--- src/wllm_pkg.sv ---
// Shared constants, types and helper functions for the window latency and load monitor.
`default_nettype none
package wllm_pkg;

  localparam int MAX_MEMORIES = 16;
  localparam int COUNT_BITS   = 24;
  localparam int SUM_BITS     = 40;
  localparam int AVG_BITS     = 16;
  localparam int OUT_CNT_W    = 24;
  localparam int TOTAL_W      = 25;
  localparam int ID_W         = 8;
  localparam int LAT_W        = 16;
  localparam int OP_W         = 2;
  localparam int SLOT_W       = (MAX_MEMORIES > 1) ? $clog2(MAX_MEMORIES) : 1;
  localparam int USED_W       = $clog2(MAX_MEMORIES + 1);
  localparam int STEP_W       = $clog2(SUM_BITS + 1);
  localparam int IN_DATA_W    = 24;
  localparam int IN_USER_W    = 3;
  localparam int OUT_DATA_W   = 168;

  localparam logic [OP_W-1:0] OP_SELECT = 2'd0;
  localparam logic [OP_W-1:0] OP_INSERT = 2'd1;

  localparam logic FUNC_EVENT = 1'b0;
  localparam logic FUNC_CLOSE = 1'b1;

  typedef enum logic [2:0] {
    ST_IDLE,
    ST_EVENT,
    ST_RAVG_START,
    ST_RAVG_WAIT,
    ST_WAVG_START,
    ST_WAVG_WAIT,
    ST_SEND
  } state_t;

  typedef struct packed {
    logic [ID_W-1:0]       ident;
    logic [COUNT_BITS-1:0] rw_count;
    logic [COUNT_BITS-1:0] all_count;
  } slot_row_t;

  typedef struct packed {
    logic busy;
    logic done;
  } div_stat_t;

  function automatic logic [COUNT_BITS-1:0] sat_inc(input logic [COUNT_BITS-1:0] v);
    return (&v) ? v : v + COUNT_BITS'(1);
  endfunction

  function automatic logic [OUT_CNT_W-1:0] clamp_cnt(input logic [COUNT_BITS-1:0] v);
    logic [32:0] w;
    w = 33'(v);
    return (w > 33'((1 << OUT_CNT_W) - 1)) ? {OUT_CNT_W{1'b1}} : w[OUT_CNT_W-1:0];
  endfunction

  function automatic logic [TOTAL_W-1:0] clamp_total(input logic [COUNT_BITS-1:0] a,
                                                     input logic [COUNT_BITS-1:0] b);
    logic [33:0] w;
    w = 34'(a) + 34'(b);
    return (w > 34'((1 << TOTAL_W) - 1)) ? {TOTAL_W{1'b1}} : w[TOTAL_W-1:0];
  endfunction

  function automatic logic [SUM_BITS-1:0] sat_add_sum(input logic [SUM_BITS-1:0] s,
                                                      input logic [LAT_W-1:0] lat);
    logic [SUM_BITS:0] w;
    w = {1'b0, s} + (SUM_BITS + 1)'(lat);
    return w[SUM_BITS] ? {SUM_BITS{1'b1}} : w[SUM_BITS-1:0];
  endfunction

endpackage
`default_nettype wire

--- src/wllm_div.sv ---
// Bit-serial restoring divider: latency sum over count, saturated to the average width.
`default_nettype none
module wllm_div (
  input  wire logic                              clk,
  input  wire logic                              rst,
  input  wire logic                              start,
  input  wire logic [wllm_pkg::SUM_BITS-1:0]     dividend,
  input  wire logic [wllm_pkg::COUNT_BITS-1:0]   divisor,
  output wllm_pkg::div_stat_t                    stat,
  output logic [wllm_pkg::AVG_BITS-1:0]          quotient
);

  logic                              busy;
  logic                              done;
  logic [wllm_pkg::STEP_W-1:0]       step;
  logic [wllm_pkg::SUM_BITS-1:0]     quot;
  logic [wllm_pkg::COUNT_BITS:0]     rem;
  logic [wllm_pkg::COUNT_BITS-1:0]   dsr;
  logic [wllm_pkg::COUNT_BITS:0]     shifted;
  logic [wllm_pkg::COUNT_BITS+1:0]   trial;
  logic                              fits;

  always_comb begin
    shifted = {rem[wllm_pkg::COUNT_BITS-1:0], quot[wllm_pkg::SUM_BITS-1]};
    trial   = {1'b0, shifted} - (wllm_pkg::COUNT_BITS + 2)'(dsr);
    fits    = !trial[wllm_pkg::COUNT_BITS+1];
  end

  always_ff @(posedge clk) begin
    if (rst) begin
      busy <= 1'b0;
      done <= 1'b0;
      step <= '0;
    end else begin
      done <= 1'b0;
      if (start) begin
        busy <= 1'b1;
        step <= '0;
      end else if (busy) begin
        step <= step + wllm_pkg::STEP_W'(1);
        if (step == wllm_pkg::STEP_W'(wllm_pkg::SUM_BITS - 1)) begin
          busy <= 1'b0;
          done <= 1'b1;
        end
      end
    end
  end

  always_ff @(posedge clk) begin
    if (start) begin
      quot <= dividend;
      rem  <= '0;
      dsr  <= divisor;
    end else if (busy) begin
      quot <= {quot[wllm_pkg::SUM_BITS-2:0], fits};
      rem  <= fits ? trial[wllm_pkg::COUNT_BITS:0] : shifted;
    end
  end

  assign stat.busy = busy;
  assign stat.done = done;
  assign quotient  = (|quot[wllm_pkg::SUM_BITS-1:wllm_pkg::AVG_BITS]) ?
                     {wllm_pkg::AVG_BITS{1'b1}} : quot[wllm_pkg::AVG_BITS-1:0];

endmodule
`default_nettype wire

--- src/wllm_slots.sv ---
// Per-memory slot table with parallel id match, saturating counts and overflow flag.
`default_nettype none
module wllm_slots (
  input  wire logic                            clk,
  input  wire logic                            rst,
  input  wire logic                            upd,
  input  wire logic                            clear,
  input  wire logic [wllm_pkg::OP_W-1:0]       op_kind,
  input  wire logic [wllm_pkg::ID_W-1:0]       memory_id,
  input  wire logic [wllm_pkg::SLOT_W-1:0]     rd_idx,
  output wllm_pkg::slot_row_t                  row,
  output logic [wllm_pkg::USED_W-1:0]          slots_used,
  output logic                                 overflow
);

  logic [wllm_pkg::ID_W-1:0]       slot_ident     [wllm_pkg::MAX_MEMORIES];
  logic [wllm_pkg::COUNT_BITS-1:0] slot_rw_count  [wllm_pkg::MAX_MEMORIES];
  logic [wllm_pkg::COUNT_BITS-1:0] slot_all_count [wllm_pkg::MAX_MEMORIES];

  logic                        hit;
  logic [wllm_pkg::SLOT_W-1:0] hit_idx;
  logic [wllm_pkg::SLOT_W-1:0] addr;
  logic                        has_room;
  logic                        is_rw;

  always_comb begin
    hit     = 1'b0;
    hit_idx = '0;
    for (int i = 0; i < wllm_pkg::MAX_MEMORIES; i++) begin
      if (wllm_pkg::USED_W'(i) < slots_used && slot_ident[i] == memory_id) begin
        hit     = 1'b1;
        hit_idx = wllm_pkg::SLOT_W'(i);
      end
    end
  end

  assign has_room = slots_used < wllm_pkg::USED_W'(wllm_pkg::MAX_MEMORIES);
  assign is_rw    = (op_kind == wllm_pkg::OP_SELECT) || (op_kind == wllm_pkg::OP_INSERT);
  assign addr     = upd ? (hit ? hit_idx : wllm_pkg::SLOT_W'(slots_used)) : rd_idx;

  assign row.ident     = slot_ident[addr];
  assign row.rw_count  = slot_rw_count[addr];
  assign row.all_count = slot_all_count[addr];

  always_ff @(posedge clk) begin
    if (rst || clear) begin
      slots_used <= '0;
      overflow   <= 1'b0;
    end else if (upd) begin
      if (!hit && has_room) begin
        slots_used <= slots_used + wllm_pkg::USED_W'(1);
      end else if (!hit) begin
        overflow <= 1'b1;
      end
    end
  end

  always_ff @(posedge clk) begin
    if (upd && !clear) begin
      if (hit) begin
        if (is_rw) begin
          slot_rw_count[addr] <= wllm_pkg::sat_inc(row.rw_count);
        end
        slot_all_count[addr] <= wllm_pkg::sat_inc(row.all_count);
      end else if (has_room) begin
        slot_ident[addr]     <= memory_id;
        slot_rw_count[addr]  <= is_rw ? wllm_pkg::COUNT_BITS'(1) : '0;
        slot_all_count[addr] <= wllm_pkg::COUNT_BITS'(1);
      end
    end
  end

endmodule
`default_nettype wire

--- src/window_latency_load_monitor.sv ---
// Top level: event counting, window-close sequencer and report stream.
// Event item: accepted, then applied in the next cycle; no item is taken meanwhile.
// Close item: read and then write average through the shared 40-step serial divider (a
//   division is skipped when its count is zero), then one report row per seen memory (at
//   least one), each held until the sink takes it. No item is accepted until the last row
//   is taken.
// Synchronous active-high reset clears window totals and sums, slot fill count, overflow.
`default_nettype none
module window_latency_load_monitor (
  input  wire logic                                 clk,
  input  wire logic                                 rst,
  input  wire logic                                 s_axis_tvalid,
  output logic                                      s_axis_tready,
  // memory_id [7:0], latency [23:8]
  input  wire logic [wllm_pkg::IN_DATA_W-1:0]       s_axis_tdata,
  // func [0], op_kind [2:1]
  input  wire logic [wllm_pkg::IN_USER_W-1:0]       s_axis_tuser,
  output logic                                      m_axis_tvalid,
  input  wire logic                                 m_axis_tready,
  // read_count [23:0], read_latency_avg [39:24], write_count [63:40],
  // write_latency_avg [79:64], total_rw [104:80], memory_ident [112:105],
  // memory_rw_count [136:113], memory_all_count [160:137], table_overflow [161]
  output logic [wllm_pkg::OUT_DATA_W-1:0]           m_axis_tdata,
  // memory_valid [0]
  output logic                                      m_axis_tuser,
  output logic                                      m_axis_tlast
);

  wllm_pkg::state_t state, state_next;

  logic [wllm_pkg::OP_W-1:0]       op_r;
  logic [wllm_pkg::ID_W-1:0]       id_r;
  logic [wllm_pkg::LAT_W-1:0]      lat_r;
  logic [wllm_pkg::COUNT_BITS-1:0] select_total;
  logic [wllm_pkg::COUNT_BITS-1:0] insert_total;
  logic [wllm_pkg::SUM_BITS-1:0]   select_latency_sum;
  logic [wllm_pkg::SUM_BITS-1:0]   insert_latency_sum;
  logic [wllm_pkg::AVG_BITS-1:0]   read_avg;
  logic [wllm_pkg::AVG_BITS-1:0]   write_avg;
  logic [wllm_pkg::SLOT_W-1:0]     row_idx;

  logic                            in_acc;
  logic                            out_acc;
  logic                            slot_upd;
  logic                            div_start;
  logic                            row_last;
  logic [wllm_pkg::SUM_BITS-1:0]   div_dividend;
  logic [wllm_pkg::COUNT_BITS-1:0] div_divisor;
  logic [wllm_pkg::AVG_BITS-1:0]   div_quot;
  wllm_pkg::div_stat_t             div_stat;
  wllm_pkg::slot_row_t             row;
  logic [wllm_pkg::USED_W-1:0]     slots_used;
  logic                            overflow;
  logic                            mem_valid;

  assign in_acc  = s_axis_tvalid && s_axis_tready;
  assign out_acc = m_axis_tvalid && m_axis_tready;

  wllm_div u_div (
    .clk      (clk),
    .rst      (rst),
    .start    (div_start),
    .dividend (div_dividend),
    .divisor  (div_divisor),
    .stat     (div_stat),
    .quotient (div_quot)
  );

  wllm_slots u_slots (
    .clk        (clk),
    .rst        (rst),
    .upd        (slot_upd),
    .clear      (out_acc && row_last),
    .op_kind    (op_r),
    .memory_id  (id_r),
    .rd_idx     (row_idx),
    .row        (row),
    .slots_used (slots_used),
    .overflow   (overflow)
  );

  always_comb begin
    state_next = state;
    case (state)
      wllm_pkg::ST_IDLE: begin
        if (in_acc) begin
          state_next = (s_axis_tuser[0] == wllm_pkg::FUNC_CLOSE) ?
                       wllm_pkg::ST_RAVG_START : wllm_pkg::ST_EVENT;
        end
      end
      wllm_pkg::ST_EVENT:      state_next = wllm_pkg::ST_IDLE;
      wllm_pkg::ST_RAVG_START: begin
        state_next = (select_total == '0) ? wllm_pkg::ST_WAVG_START : wllm_pkg::ST_RAVG_WAIT;
      end
      wllm_pkg::ST_RAVG_WAIT: begin
        if (div_stat.done) state_next = wllm_pkg::ST_WAVG_START;
      end
      wllm_pkg::ST_WAVG_START: begin
        state_next = (insert_total == '0) ? wllm_pkg::ST_SEND : wllm_pkg::ST_WAVG_WAIT;
      end
      wllm_pkg::ST_WAVG_WAIT: begin
        if (div_stat.done) state_next = wllm_pkg::ST_SEND;
      end
      wllm_pkg::ST_SEND: begin
        if (out_acc && row_last) state_next = wllm_pkg::ST_IDLE;
      end
      default: state_next = wllm_pkg::ST_IDLE;
    endcase
  end

  always_comb begin
    s_axis_tready = 1'b0;
    m_axis_tvalid = 1'b0;
    slot_upd      = 1'b0;
    div_start     = 1'b0;
    div_dividend  = select_latency_sum;
    div_divisor   = select_total;
    case (state)
      wllm_pkg::ST_IDLE:       s_axis_tready = 1'b1;
      wllm_pkg::ST_EVENT:      slot_upd = 1'b1;
      wllm_pkg::ST_RAVG_START: div_start = (select_total != '0);
      wllm_pkg::ST_WAVG_START: begin
        div_start    = (insert_total != '0);
        div_dividend = insert_latency_sum;
        div_divisor  = insert_total;
      end
      wllm_pkg::ST_SEND:       m_axis_tvalid = 1'b1;
      default: ;
    endcase
  end

  always_ff @(posedge clk) begin
    if (rst) begin
      state <= wllm_pkg::ST_IDLE;
    end else begin
      state <= state_next;
    end
  end

  always_ff @(posedge clk) begin
    if (rst) begin
      select_total       <= '0;
      insert_total       <= '0;
      select_latency_sum <= '0;
      insert_latency_sum <= '0;
    end else if (out_acc && row_last) begin
      select_total       <= '0;
      insert_total       <= '0;
      select_latency_sum <= '0;
      insert_latency_sum <= '0;
    end else if (state == wllm_pkg::ST_EVENT) begin
      if (op_r == wllm_pkg::OP_SELECT) begin
        select_total       <= wllm_pkg::sat_inc(select_total);
        select_latency_sum <= wllm_pkg::sat_add_sum(select_latency_sum, lat_r);
      end else if (op_r == wllm_pkg::OP_INSERT) begin
        insert_total       <= wllm_pkg::sat_inc(insert_total);
        insert_latency_sum <= wllm_pkg::sat_add_sum(insert_latency_sum, lat_r);
      end
    end
  end

  always_ff @(posedge clk) begin
    if (in_acc) begin
      op_r  <= s_axis_tuser[2:1];
      id_r  <= s_axis_tdata[7:0];
      lat_r <= s_axis_tdata[23:8];
    end
    if (in_acc) begin
      row_idx <= '0;
    end else if (out_acc) begin
      row_idx <= row_idx + wllm_pkg::SLOT_W'(1);
    end
    if (state == wllm_pkg::ST_RAVG_START) begin
      read_avg <= '0;
    end else if (state == wllm_pkg::ST_RAVG_WAIT && div_stat.done) begin
      read_avg <= div_quot;
    end
    if (state == wllm_pkg::ST_WAVG_START) begin
      write_avg <= '0;
    end else if (state == wllm_pkg::ST_WAVG_WAIT && div_stat.done) begin
      write_avg <= div_quot;
    end
  end

  assign mem_valid = (slots_used != '0);
  assign row_last  = !mem_valid ||
                     (wllm_pkg::USED_W'(row_idx) + wllm_pkg::USED_W'(1) == slots_used);

  assign m_axis_tdata = {
    6'd0,
    overflow,
    mem_valid ? wllm_pkg::clamp_cnt(row.all_count) : wllm_pkg::OUT_CNT_W'(0),
    mem_valid ? wllm_pkg::clamp_cnt(row.rw_count)  : wllm_pkg::OUT_CNT_W'(0),
    mem_valid ? row.ident : wllm_pkg::ID_W'(0),
    wllm_pkg::clamp_total(select_total, insert_total),
    write_avg,
    wllm_pkg::clamp_cnt(insert_total),
    read_avg,
    wllm_pkg::clamp_cnt(select_total)
  };
  assign m_axis_tuser = mem_valid;
  assign m_axis_tlast = row_last;

  a_no_overlap: assert property (@(posedge clk) disable iff (rst)
    !(s_axis_tready && m_axis_tvalid))
    else $error("input ready while a report row is offered");

  a_busy_after_accept: assert property (@(posedge clk) disable iff (rst)
    in_acc |=> !s_axis_tready)
    else $error("ready again right after an accepted item");

  a_div_done_in_wait: assert property (@(posedge clk) disable iff (rst)
    div_stat.done |-> (state == wllm_pkg::ST_RAVG_WAIT || state == wllm_pkg::ST_WAVG_WAIT))
    else $error("divider finished outside a wait state");

  a_clear_after_report: assert property (@(posedge clk) disable iff (rst)
    out_acc && m_axis_tlast |=> (select_total == '0 && insert_total == '0 &&
                                 slots_used == '0 && !overflow))
    else $error("window state not cleared after the final report row");

  a_div_idle_at_send: assert property (@(posedge clk) disable iff (rst)
    m_axis_tvalid |-> !div_stat.busy)
    else $error("divider still running while the report is sent");

endmodule
`default_nettype wire
--- config.mk ---
export PLATFORM = sky130hd
export DESIGN_NAME = window_latency_load_monitor
export DESIGN_NICKNAME = d
export VERILOG_FILES = /design/src/wllm_pkg.sv /design/src/wllm_div.sv /design/src/wllm_slots.sv /design/src/window_latency_load_monitor.sv
export SDC_FILE = /design/constraint.sdc
export NUM_CORES = 2
export LEC_CHECK = 0
export ABC_AREA = 1
export BUFFER_PORTS_ARGS = -buffer_cell sky130_fd_sc_hd__clkbuf_2
export CORE_MARGIN = 1.5
export CORE_UTILIZATION = 60
export CTS_BUF_LIST = sky130_fd_sc_hd__clkbuf_8
export CTS_CLUSTER_DIAMETER = 50
export DETAILED_ROUTE_END_ITERATION = 10
export PLACE_DENSITY = 0.77
export SYNTH_ARGS = -nofsm -noshare
export SYNTH_HDL_FRONTEND = slang
export SYNTH_HIERARCHICAL = 1
export SYNTH_SLANG_ARGS = --single-unit
--- constraint.sdc ---
create_clock -name clk -period 13.1 [get_ports clk]
set_input_delay 2.62 -clock clk [delete_from_list [all_inputs] [get_ports clk]]
set_output_delay 2.62 -clock clk [all_outputs]
set_load 0.01 [all_outputs]
==> run metrics <==
P_leak 29.30 nW; clk_skew 0.04403 ns; CTS tree done; Tcrit/Tclk final 79.12%; met2 GRT Util 49.97%; status completed; Comb power frac 32.7%; CP arrival 7.74 ns; die area around 0.11 mm2; fin crit period 10.36 ns; share of cells above drive strength 1 9.954%; CTS Buffer Depth 3; Psw 4.770 mW; grt met3 use under 10%; setup violators final 0; Die Width ~330 um; Max-Cap Viols 0; Clock Sinks 1,191; Post-CTS Hold Fix Bufs 0; gpl congestion 0.9438; DR DRC count 0; Area after DPL 0.06469 mm2; Slew @ Worst Pin between 1 and 1.5 ns; Die Ht 326.6 um; dpl hpwl ~110,000 um; Final TNS setup 0 ns; global routing usage on met1 a little under half; # IOs 203; antenna violations before repair 3; sequential power share between 40% and 50%; Wirelength per Cell between 15 and 20 um; clk slew on worst S/H paths about 0.060 ns; global route hottest layer met2; DRT Pass-1 Iters 8; post-cts repair resize count 0; Final nets 7,639; Sw Share 38.00%; number of routed nets with antenna violations 0; vias per inst 5.669; unrepaired setup endpoints after global routing no; WP data required 10.48 ns; Setup Buffers After CTS 0; fmax 96.48 MHz; grt ovf 0; area growth from synthesis to layout 9.082%; synthesized instance count between 7,000 and 8,000; initial drt markers about 6,000; WL final about 180,000 um; Slew Viols, Final 0; CP endpoint kind primary output; Max-slew headroom 11.60%; root buf cell clkbuf_8; Clk network pwr share 25.6%; cell area after layout between 0.06 and 0.07 mm2; Total Routing Usage GR between 30% and 40%; Layout fillers 8,489; H-tree levels 4; via count of the first global-routing pass 47,570; Netlist Area Pre-Place 0.06281 mm2; first-pass GRT wire length 269,600 um; final-report hold violation count 0; Crit Path Category flip-flop to primary output; Int Pwr 7.784 mW; via count 51,340; Pwr Density 183.2 mW/mm2; Worst-Skew Late Latency around 0.90 ns; effective utilization at floorplan between 60 and 70%; synthesis warning total 6; count of input and output buffers 196; worst hold path type flip-flop to flip-flop; Hold Slack about 0.46 ns; largest net degree at the start of global routing 200; core area 0.1036 mm2; row count 118; crit path launch type flip-flop; Worst Path Max Fanout 103; CTS buffer count roughly 200; syn_area_per_cell 8.543 um2; Max VDD drop 193.9 uV
-- state kept, by name, indices dropped and copies added (netlist names), 24 cells and up --
signal and cells:
u_slots/slot_rw_count 384, select_latency_sum 40, u_slots/slot_ident 128, u_div/dsr 24, u_div/quot 40, insert_latency_sum 40, u_slots/slot_all_count 384, select_total 24
insert_total 24, u_div/rem 24
-- cell usage in the layout, fill, tap and decap left out, drive strengths merged, types with 7 or more instances in the layout --
master	instances
a21boi	13
a21o	7
a21oi	236
a22oi	58
a31oi	36
and3	8
buf	65
bufinv	12
clkbuf	398
clkinv	74
dfxtp	205
edfxtp	986
ha	89
inv	997
nand2	2688
nand3	245
nand3b	203
nand4	104
nor2	459
nor3	89
nor3b	7
nor4	29
o21ai	395
o21bai	13
o221ai	7
o22ai	8
or2	26
xnor2	62
xor2	111
-- worst max-delay path: stages (launching register included) --
cell	delay (ns)
edfxtp_1	1.05
inv_2	0.29
or2_1	0.30
nand4_1	0.07
nor2_1	0.04
nand2_1	0.08
nand2_1	0.07
nor3_1	0.25
nand2_1	0.18
nor2_4	0.20
nor2_1	0.06
nand2_1	0.16
nand2_8	0.48
nand2_8	0.70
buf_4	0.89
buf_4	0.76
o21ai_0	0.20
nand2_1	0.09
nand2_1	0.06
nand2_1	0.05
nand2_1	0.09
nor2_2	0.32
nand2_1	0.10
inv_1	0.08
clkbuf_2	0.12
-- final timing paths --
kind                             from  slack, ns                               endpoint  depth (start not counted)
max reg2reg         id_r[3]$_DFFE_PP_       4.22  u_slots/slot_rw_count[5][7]$_DFFE_PP_                         27
max                 id_r[3]$_DFFE_PP_       2.74                      m_axis_tdata[134]                         24
min reg2reg  read_avg[1]$_SDFFE_PP0P_       0.46               read_avg[1]$_SDFFE_PP0P_                          2
min          read_avg[1]$_SDFFE_PP0P_       0.46               read_avg[1]$_SDFFE_PP0P_                          2
-- final cells by class --
class	instances	area (um2)	share of cell area (%)
Timing Repair Buffer	261	1481	2.162
Inverter	932	3506	5.117
Tap cell	1380	1727	2.520
Clock buffer	202	2780	4.058
Antenna cell	1	2.502	0.003652
Sequential cell	1191	33710	49.20
Multi-Input combinational cell	4934	24260	35.42
Clock inverter	155	1041	1.519
-- through the flow --
| stage | cells | util (%) | total power, mW | setup slack, ns |
|---|---|---|---|---|
| after floorplan | 7357 | - | 7.989 | 6.712 |
| after global placement | 8698 | 62.42 | 9.238 | 3.961 |
| after detailed placement | 8698 | 62.42 | 9.322 | 3.813 |
| after CTS | 9055 | 66.10 | 12.52 | 2.841 |
| after global routing | 9056 | 66.11 | 13.14 | 2.302 |
| final | 9056 | 66.11 | 12.55 | 2.736 |
-- routing by layer --
metal  up-vias  routed length, um
li1      24320                  -
met1     24010              74290
met2      2625              79270
met3       380              17490
met4         4               5173
met5         -                 18
-- power groups by stage --
| stage | combinational [mW] | sequential (mW) | clock (mW) |
|---|---|---|---|
| floorplan | 2.72 | 5.27 | 0 |
| global placement | 3.93 | 5.30 | 0 |
| detailed placement | 4.01 | 5.31 | 0 |
| CTS | 4.04 | 5.23 | 3.25 |
| global route | 4.48 | 5.25 | 3.41 |
| finish | 4.10 | 5.24 | 3.21 |
(Power assumes the default switching activity.)
